## src/hdl/ampar_pkg.sv

```systemverilog
// shared types, constants and keyword lookup for the ascii motion command parser
package ampar_pkg;

  localparam int LINE_CAPACITY_DEF = 64;

  localparam int CFG_IDX_W = 1;
  localparam int CFG_DATA_W = 10;
  localparam int VALUE_W = 16;
  localparam int KW_CHARS_W = 40;
  localparam int KW_LEN_W = 4;

  localparam logic [CFG_IDX_W-1:0] CFG_DRIVE = 1'b0;
  localparam logic [CFG_IDX_W-1:0] CFG_TURN = 1'b1;

  localparam logic [CFG_DATA_W-1:0] DEF_DRIVE_PWM = 10'd400;
  localparam logic [CFG_DATA_W-1:0] DEF_TURN_PWM = 10'd300;

  localparam logic [KW_LEN_W-1:0] KW_MAX = 4'd5;
  localparam logic [KW_LEN_W-1:0] KW_TOO_LONG = 4'd6;

  localparam logic [7:0] CH_NUL = 8'h00;
  localparam logic [7:0] CH_TAB = 8'h09;
  localparam logic [7:0] CH_LF = 8'h0A;
  localparam logic [7:0] CH_CR = 8'h0D;
  localparam logic [7:0] CH_SP = 8'h20;
  localparam logic [7:0] CH_PLUS = 8'h2B;
  localparam logic [7:0] CH_MINUS = 8'h2D;
  localparam logic [7:0] CH_ZERO = 8'h30;
  localparam logic [7:0] CH_NINE = 8'h39;

  localparam logic [KW_CHARS_W-1:0] KW_STOP = 40'h00_5354_4F50;
  localparam logic [KW_CHARS_W-1:0] KW_FWD = 40'h00_0046_5744;
  localparam logic [KW_CHARS_W-1:0] KW_BACK = 40'h00_4241_434B;
  localparam logic [KW_CHARS_W-1:0] KW_LEFT = 40'h00_4C45_4654;
  localparam logic [KW_CHARS_W-1:0] KW_RIGHT = 40'h52_4947_4854;
  localparam logic [KW_CHARS_W-1:0] KW_VEL = 40'h00_0056_454C;
  localparam logic [KW_CHARS_W-1:0] KW_ESTOP = 40'h45_5354_4F50;
  localparam logic [KW_CHARS_W-1:0] KW_HEAD = 40'h00_4845_4144;

  typedef enum logic [3:0] {
    CMD_NONE  = 4'd0,
    CMD_HALT  = 4'd1,
    CMD_FWD   = 4'd2,
    CMD_BACK  = 4'd3,
    CMD_LEFT  = 4'd4,
    CMD_RIGHT = 4'd5,
    CMD_VEL   = 4'd6,
    CMD_ESTOP = 4'd7,
    CMD_HEAD  = 4'd8
  } cmd_e;

  typedef enum logic [2:0] {
    PH_LEAD = 3'd0,
    PH_KEY  = 3'd1,
    PH_GAP1 = 3'd2,
    PH_ARG1 = 3'd3,
    PH_GAP2 = 3'd4,
    PH_ARG2 = 3'd5
  } phase_e;

  typedef enum logic [1:0] {
    SC_OFF = 2'd0,
    SC_WS  = 2'd1,
    SC_POS = 2'd2,
    SC_NEG = 2'd3
  } scan_e;

  typedef struct packed {
    scan_e              st;
    logic [VALUE_W-1:0] acc;
    logic               nz;
  } scan_t;

  function automatic cmd_e kw_lookup(input logic [KW_CHARS_W-1:0] chars,
                                     input logic [KW_LEN_W-1:0] len);
    cmd_e id;
    id = CMD_NONE;
    if (len == 4'd4 && chars == KW_STOP) id = CMD_HALT;
    else if (len == 4'd3 && chars == KW_FWD) id = CMD_FWD;
    else if (len == 4'd4 && chars == KW_BACK) id = CMD_BACK;
    else if (len == 4'd4 && chars == KW_LEFT) id = CMD_LEFT;
    else if (len == 4'd5 && chars == KW_RIGHT) id = CMD_RIGHT;
    else if (len == 4'd3 && chars == KW_VEL) id = CMD_VEL;
    else if (len == 4'd5 && chars == KW_ESTOP) id = CMD_ESTOP;
    else if (len == 4'd4 && chars == KW_HEAD) id = CMD_HEAD;
    return id;
  endfunction

endpackage

```

## src/hdl/ascii_motion_command_parser.sv

```systemverilog
// top level of the ascii motion command parser: line state, keyword match, result register
//
// channel  dir  handshake                 payload
// in       in   in_valid_i / in_ready_o   rx_byte_i
// out      out  out_valid_o / out_ready_i command_id_o, first_value_o, second_value_o
// cfg      in   cfg_we_i                  cfg_idx_i, cfg_wdata_i
//
// one word per cycle while in_ready_o is high; the line state updates in the accepting cycle
// a result shows on the output register the cycle after its CR or LF word
// in_ready_o is low only while a result waits and out_ready_i is low
// reset clears the line state and loads the default pwm values; no clearing pass
module ascii_motion_command_parser #(
  parameter int LINE_CAPACITY = ampar_pkg::LINE_CAPACITY_DEF
) (
  input  logic                                clk_i,
  input  logic                                rst_ni,
  input  logic                                in_valid_i,
  output logic                                in_ready_o,
  input  logic [7:0]                          rx_byte_i,
  output logic                                out_valid_o,
  input  logic                                out_ready_i,
  output logic [3:0]                          command_id_o,
  output logic signed [ampar_pkg::VALUE_W-1:0] first_value_o,
  output logic signed [ampar_pkg::VALUE_W-1:0] second_value_o,
  input  logic                                cfg_we_i,
  input  logic [ampar_pkg::CFG_IDX_W-1:0]     cfg_idx_i,
  input  logic [ampar_pkg::CFG_DATA_W-1:0]    cfg_wdata_i
);
  import ampar_pkg::*;

  localparam int LEN_W = $clog2(LINE_CAPACITY);
  localparam logic [LEN_W-1:0] LEN_MAX = LEN_W'(LINE_CAPACITY - 1);

  logic [CFG_DATA_W-1:0] drive_q;
  logic [CFG_DATA_W-1:0] turn_q;

  logic [LEN_W-1:0]      len_q, len_d;
  phase_e                phase_q, phase_d;
  logic [KW_CHARS_W-1:0] kw_q, kw_d;
  logic [KW_LEN_W-1:0]   kw_len_q, kw_len_d;
  logic [VALUE_W-1:0]    acc1_q, acc1_d;
  logic [VALUE_W-1:0]    acc2_q, acc2_d;
  scan_e                 sc1_q, sc1_d;
  scan_e                 sc2_q, sc2_d;
  logic                  nz_q, nz_d;
  logic                  ended_q, ended_d;

  logic                  out_valid_q, out_valid_d;
  cmd_e                  cmd_q;
  logic [VALUE_W-1:0]    val1_q, val2_q;

  logic                  accept;
  logic                  is_eol;
  logic                  is_blank;
  scan_e                 sc1_in, sc2_in;
  scan_t                 sc1_res, sc2_res;
  cmd_e                  cmd_id;
  logic                  hit;
  logic [VALUE_W-1:0]    val1;

  assign in_ready_o = !out_valid_q || out_ready_i;
  assign accept     = in_valid_i && in_ready_o;
  assign is_eol     = (rx_byte_i == CH_CR) || (rx_byte_i == CH_LF);
  assign is_blank   = (rx_byte_i == CH_SP) || (rx_byte_i == CH_TAB);

  assign sc1_in = (phase_q == PH_GAP1 && !is_blank) ? SC_WS : sc1_q;
  assign sc2_in = (phase_q == PH_GAP2 && !is_blank) ? SC_WS : sc2_q;

  ampar_scan u_scan1 (
    .st_i  (sc1_in),
    .acc_i (acc1_q),
    .c_i   (rx_byte_i),
    .res_o (sc1_res)
  );

  ampar_scan u_scan2 (
    .st_i  (sc2_in),
    .acc_i (acc2_q),
    .c_i   (rx_byte_i),
    .res_o (sc2_res)
  );

  assign cmd_id = kw_lookup(kw_q, kw_len_q);
  assign hit    = accept && is_eol && (len_q != '0) && (cmd_id != CMD_NONE);

  always_comb begin
    val1 = acc1_q;
    if (!nz_q) begin
      if (cmd_id == CMD_FWD || cmd_id == CMD_BACK) begin
        val1 = {{(VALUE_W-CFG_DATA_W){1'b0}}, drive_q};
      end else if (cmd_id == CMD_LEFT || cmd_id == CMD_RIGHT) begin
        val1 = {{(VALUE_W-CFG_DATA_W){1'b0}}, turn_q};
      end
    end
  end

  always_comb begin
    len_d    = len_q;
    phase_d  = phase_q;
    kw_d     = kw_q;
    kw_len_d = kw_len_q;
    acc1_d   = acc1_q;
    acc2_d   = acc2_q;
    sc1_d    = sc1_q;
    sc2_d    = sc2_q;
    nz_d     = nz_q;
    ended_d  = ended_q;
    if (accept) begin
      if (is_eol) begin
        if (len_q != '0) begin
          len_d    = '0;
          phase_d  = PH_LEAD;
          kw_d     = '0;
          kw_len_d = '0;
          acc1_d   = '0;
          acc2_d   = '0;
          sc1_d    = SC_OFF;
          sc2_d    = SC_OFF;
          nz_d     = 1'b0;
          ended_d  = 1'b0;
        end
      end else if (len_q < LEN_MAX) begin
        len_d = len_q + 1'b1;
        if (!ended_q) begin
          if (rx_byte_i == CH_NUL) begin
            ended_d = 1'b1;
          end else begin
            sc1_d  = sc1_res.st;
            acc1_d = sc1_res.acc;
            nz_d   = nz_q || sc1_res.nz;
            sc2_d  = sc2_res.st;
            acc2_d = sc2_res.acc;
            if ((phase_q == PH_LEAD || phase_q == PH_KEY) && !is_blank) begin
              if (kw_len_q < KW_MAX) begin
                kw_d     = {kw_q[KW_CHARS_W-9:0], rx_byte_i};
                kw_len_d = kw_len_q + 1'b1;
              end else begin
                kw_len_d = KW_TOO_LONG;
              end
            end
            unique case (phase_q)
              PH_LEAD: if (!is_blank) phase_d = PH_KEY;
              PH_KEY:  if (is_blank) phase_d = PH_GAP1;
              PH_GAP1: if (!is_blank) phase_d = PH_ARG1;
              PH_ARG1: if (is_blank) phase_d = PH_GAP2;
              PH_GAP2: if (!is_blank) phase_d = PH_ARG2;
              PH_ARG2: phase_d = PH_ARG2;
              default: phase_d = PH_LEAD;
            endcase
          end
        end
      end
    end
  end

  always_comb begin
    out_valid_d = out_valid_q;
    if (in_ready_o) begin
      out_valid_d = hit;
    end
  end

  always_ff @(posedge clk_i or negedge rst_ni) begin
    if (!rst_ni) begin
      drive_q <= DEF_DRIVE_PWM;
      turn_q  <= DEF_TURN_PWM;
    end else if (cfg_we_i) begin
      if (cfg_idx_i == CFG_DRIVE) begin
        drive_q <= cfg_wdata_i;
      end else if (cfg_idx_i == CFG_TURN) begin
        turn_q <= cfg_wdata_i;
      end
    end
  end

  always_ff @(posedge clk_i or negedge rst_ni) begin
    if (!rst_ni) begin
      len_q       <= '0;
      phase_q     <= PH_LEAD;
      kw_q        <= '0;
      kw_len_q    <= '0;
      acc1_q      <= '0;
      acc2_q      <= '0;
      sc1_q       <= SC_OFF;
      sc2_q       <= SC_OFF;
      nz_q        <= 1'b0;
      ended_q     <= 1'b0;
      out_valid_q <= 1'b0;
    end else begin
      len_q       <= len_d;
      phase_q     <= phase_d;
      kw_q        <= kw_d;
      kw_len_q    <= kw_len_d;
      acc1_q      <= acc1_d;
      acc2_q      <= acc2_d;
      sc1_q       <= sc1_d;
      sc2_q       <= sc2_d;
      nz_q        <= nz_d;
      ended_q     <= ended_d;
      out_valid_q <= out_valid_d;
    end
  end

  always_ff @(posedge clk_i) begin
    if (hit) begin
      cmd_q  <= cmd_id;
      val1_q <= val1;
      val2_q <= acc2_q;
    end
  end

  assign out_valid_o    = out_valid_q;
  assign command_id_o   = cmd_q;
  assign first_value_o  = val1_q;
  assign second_value_o = val2_q;

endmodule

```

## src/hdl/ampar_scan.sv

```systemverilog
// one step of the decimal argument scanner: blank skip, sign, digits mod 2^16
module ampar_scan (
  input  ampar_pkg::scan_e                 st_i,
  input  logic [ampar_pkg::VALUE_W-1:0]    acc_i,
  input  logic [7:0]                       c_i,
  output ampar_pkg::scan_t                 res_o
);
  import ampar_pkg::*;

  logic               is_digit;
  logic               is_ws;
  logic [3:0]         digit;
  logic [VALUE_W-1:0] acc_x10;
  logic [VALUE_W-1:0] acc_pos;
  logic [VALUE_W-1:0] acc_neg;

  assign is_digit = (c_i >= CH_ZERO) && (c_i <= CH_NINE);
  assign is_ws    = (c_i == CH_SP) || ((c_i >= CH_TAB) && (c_i <= CH_CR));
  assign digit    = c_i[3:0];
  assign acc_x10  = {acc_i[VALUE_W-4:0], 3'b000} + {acc_i[VALUE_W-2:0], 1'b0};
  assign acc_pos  = acc_x10 + {{(VALUE_W-4){1'b0}}, digit};
  assign acc_neg  = acc_x10 - {{(VALUE_W-4){1'b0}}, digit};

  always_comb begin
    res_o.st  = SC_OFF;
    res_o.acc = acc_i;
    res_o.nz  = 1'b0;
    unique case (st_i)
      SC_OFF: begin
        res_o.st = SC_OFF;
      end
      SC_WS: begin
        if (is_ws) begin
          res_o.st = SC_WS;
        end else if (c_i == CH_PLUS) begin
          res_o.st = SC_POS;
        end else if (c_i == CH_MINUS) begin
          res_o.st = SC_NEG;
        end else if (is_digit) begin
          res_o.st  = SC_POS;
          res_o.acc = acc_pos;
          res_o.nz  = (digit != 4'd0);
        end
      end
      SC_POS, SC_NEG: begin
        if (is_digit) begin
          res_o.st  = st_i;
          res_o.acc = (st_i == SC_POS) ? acc_pos : acc_neg;
          res_o.nz  = (digit != 4'd0);
        end
      end
      default: begin
        res_o.st = SC_OFF;
      end
    endcase
  end

endmodule

```

## config.mk

```make
export PLATFORM = sky130hd
export DESIGN_NAME = ascii_motion_command_parser
export DESIGN_NICKNAME = d
export VERILOG_FILES = /design/src/hdl/ampar_pkg.sv /design/src/hdl/ascii_motion_command_parser.sv /design/src/hdl/ampar_scan.sv
export SDC_FILE = /design/constraint.sdc
export NUM_CORES = 1
export LEC_CHECK = 0
export ABC_CLOCK_PERIOD_IN_PS = 7900
export BUFFER_PORTS_ARGS = -buffer_cell sky130_fd_sc_hd__buf_4
export CAP_MARGIN = 20
export CELL_PAD_IN_SITES_DETAIL_PLACEMENT = 1
export CELL_PAD_IN_SITES_GLOBAL_PLACEMENT = 1
export CORE_ASPECT_RATIO = 1.2
export CORE_MARGIN = 1
export CORE_UTILIZATION = 40
export DETAILED_ROUTE_END_ITERATION = 10
export PLACE_DENSITY_LB_ADDON = 0.1
export SLEW_MARGIN = 20
export SYNTH_ARGS = -nofsm -noshare
export SYNTH_HDL_FRONTEND = slang
export SYNTH_SLANG_ARGS = --single-unit
```

## constraint.sdc

```tcl
create_clock -name clk_i -period 7.9 [get_ports clk_i]
set_input_delay 1.58 -clock clk_i [delete_from_list [all_inputs] [get_ports clk_i]]
set_output_delay 1.58 -clock clk_i [all_outputs]
set_load 0.05 [all_outputs]
```

==> impl_metrics.tcl <==
set metrics [dict create \
    reg2regPathDepth 11 \
    startpoint "rx_byte_i[1]" \
    htree_levels 4 \
    syn_to_final_growth_pct 14.1 \
    yosysWarnings 0 \
    crit_type "in2reg" \
    dominantRegCellSynth "dfrtp_1" \
    yosysSeqAreaShare_pct 42.0 \
    fin_crit_sh_pct 55.0 \
    skew_ps 16.6 \
    grt_overflow_total 0 \
    synth_edf_count 36 \
    critPathMaxFanout 21 \
    cts.repair.resized 0 \
    pre_cts_ws_ps 3040 \
    p_per_area_nw_per_um2 224 \
    fp.dieArea_um2 23800 \
    hold_path_depth 0 \
    finalCriticalPeriod_ps 4350 \
    dr_total_vias 7636 \
    grt_max_degree 74 \
    r2r-end "acc2_q[14]" \
    syn_area_um2 9260 \
    cts-root-buf "clkbuf_16" \
    cts_tree "done" \
    rsz0062_at_grt "false" \
    tns_ps 0 \
    first_pass_iters 4 \
    first_global_vias 8053 \
    netlist-cell-type-count 85 \
    maxCapViolCount 0 \
    synth_cells 942 \
    numPortBuffers 61 \
    gp_congestion 0.780 \
    wire_per_inst_um 19.8 \
    cts_num_sinks 148 \
    ff2ff_setup_slack_ps 4300 \
    die_h_um 169 \
    clk_latency_ps 430 \
    viasPerCell 5.83 \
    wirelength_um 25900 \
    grt_first_pass_wirelength_um 43200 \
    endpoint_kind "flip-flop" \
    setup_ws_ps 3550 \
    ctsHoldBuffers 0 \
    num_antenna_cells 0 \
    hp-class "reg2reg" \
    antenna_left 0 \
    drt_iter0_markers 424 \
    setup_violations 0 \
    irDropWorstVdd_v 0.000145 \
    synthArstFlopShare_pct 75.7 \
    die_w_um 141 \
    worst_pin_slew_ps 1020 \
    leakage_uw 0.00447 \
    ioPinCount 62 \
    post_cts_buffers 0 \
    synth_fp_nets 1014 \
    max_freq_mhz 230 \
    crit_path_start_kind "primary input" \
    ys_seq_elements 148 \
    slew_headroom_pct 31.7 \
    row_count 60 \
    clockBufferDepth 2 \
    cts_buffers 17 \
    timing.rr.start "acc2_q[0]" \
    coreArea_um2 22600 \
    slew_violations 0 \
    clk_pin_slew_ps 70 \
    crit_path_end "second_value_o[13]" \
    start_util_pct 41.0 \
    arrival_ps 4450 \
    critPathRequiredTime_ps 8000 \
    grt_usage_pct 23.0 \
    drive_gt1_share_pct 15.7 \
    drc_errors 0 \
    antenna_found_initial 0 \
    utilization_pct 46.8 \
    status "finished, final reports clean" \
    postSynthAreaPerCell_um2 9.83 \
    finalNetCount 1058 \
    hold_viol_final 0 \
    hpwl_um 19000 \
]
[where the power goes]
group / internal [uW] / total (uW) / switching, uW
clock network: 475 / 825 / 350
registers: 922 / 1090 / 168
logic: 210 / 448 / 239
total: 1610 / 2360 / 757
[through the flow]
step | cells | hold slack [ps] | total power, uW | area (um2)
floorplan | 942 | 425 | 1390 | 9260
global placement | 1277 | 463 | 1540 | 9960
detailed placement | 1277 | 463 | 1550 | 9960
CTS | 1309 | 472 | 2380 | 10600
global route | 1309 | 489 | 2490 | 10600
finish | 1309 | 466 | 2360 | 10600
[sequential cells by signal, indices dropped and copies added (netlist names), 4 cells and up]
signal	count
kw_q	40
acc1_q	16
acc2_q	16
first_value_o	16
second_value_o	16
drive_q	10
turn_q	10
len_q	6
command_id_o	4
kw_len_q	4
[final cells by class]
type,count,area [um2]
Clock buffer,23,522
Tap cell,310,388
Inverter,23,86.3
Clock inverter,9,77.6
Multi-Input combinational cell,729,5090
Fill cell,2518,12000
Timing Repair Buffer,67,507
Sequential cell,148,3890
[cells in the mapped netlist (all sizes together) (7+ instances only)]
master / instances / share of area (%)
a21o: 11 / 0.89
a21oi: 54 / 3.2
a221o: 7 / 0.76
a22o: 42 / 4.0
a22oi: 12 / 0.97
a31oi: 10 / 0.84
and3: 10 / 0.68
buf: 18 / 1.2
clkbuf: 24 / 0.97
dfrtp: 105 / 28
dfstp: 7 / 2.0
edfxtp: 36 / 12
ha: 42 / 5.7
inv: 23 / 0.93
mux2: 25 / 3.0
nand2: 76 / 3.1
nand2b: 17 / 1.1
nand3: 35 / 1.9
nand3b: 7 / 0.57
nand4: 13 / 0.88
nor2: 61 / 2.5
nor2b: 15 / 1.0
nor3: 24 / 1.5
nor3b: 7 / 0.62
nor4: 11 / 0.74
o211ai: 8 / 0.65
o21ai: 73 / 4.0
o22ai: 23 / 1.6
or3: 7 / 0.47
xnor2: 19 / 1.8
xor2: 17 / 1.7
[critical path, stage by stage]
cell     delay (ps)
buf_4           190
or3b_4          430
a211o_1         460
or3_1           760
nor2_4          610
buf_4           390
[layout by cell type (no fill, tap or decap), types with 12 or more instances in the layout]
master,instances
edfxtp_1,36
o22ai_1,23
xor2_1,16
nor2_1,58
nand4_1,13
nand2b_1,17
xnor2_1,19
dfrtp_1,105
nor2b_1,15
nor3_1,21
a22o_1,42
nand3_1,35
buf_4,66
ha_1,42
clkbuf_16,20
o21ai_0,69
inv_1,23
a22oi_1,12
mux2_2,23
nand2_1,75
a21oi_1,50
[per-layer routing]
metal,track usage (%),up-vias,wire [um]
li1,-,3670,-
met1,28.7,3826,11700
met2,40.8,112,13100
met3,3.48,28,760
met4,6.81,0,394
met5,0,-,0
[logic make-up after synthesis]
| kind of cell | synth area share, % |
|---|---|
| flops | 42.0 |
| compound gates | 22.2 |
| xor+xnor | 3.49 |
| simple gates | 18.8 |
| mux | 3.36 |
| buf+inv | 3.13 |
| fa+ha+maj | 6.97 |
[how the worst min path moves through the flow]
stage                           from                  to  slack [ps]
final                     acc2_q[15]  second_value_o[15]         470
after global routing      acc2_q[15]  second_value_o[15]         490
after CTS                 acc2_q[15]  second_value_o[15]         470
after detailed placement  acc2_q[15]  second_value_o[15]         460
after global placement    acc2_q[15]  second_value_o[15]         460
after floorplan           acc2_q[15]  second_value_o[15]         420
Power figures use the tool's default switching activity.
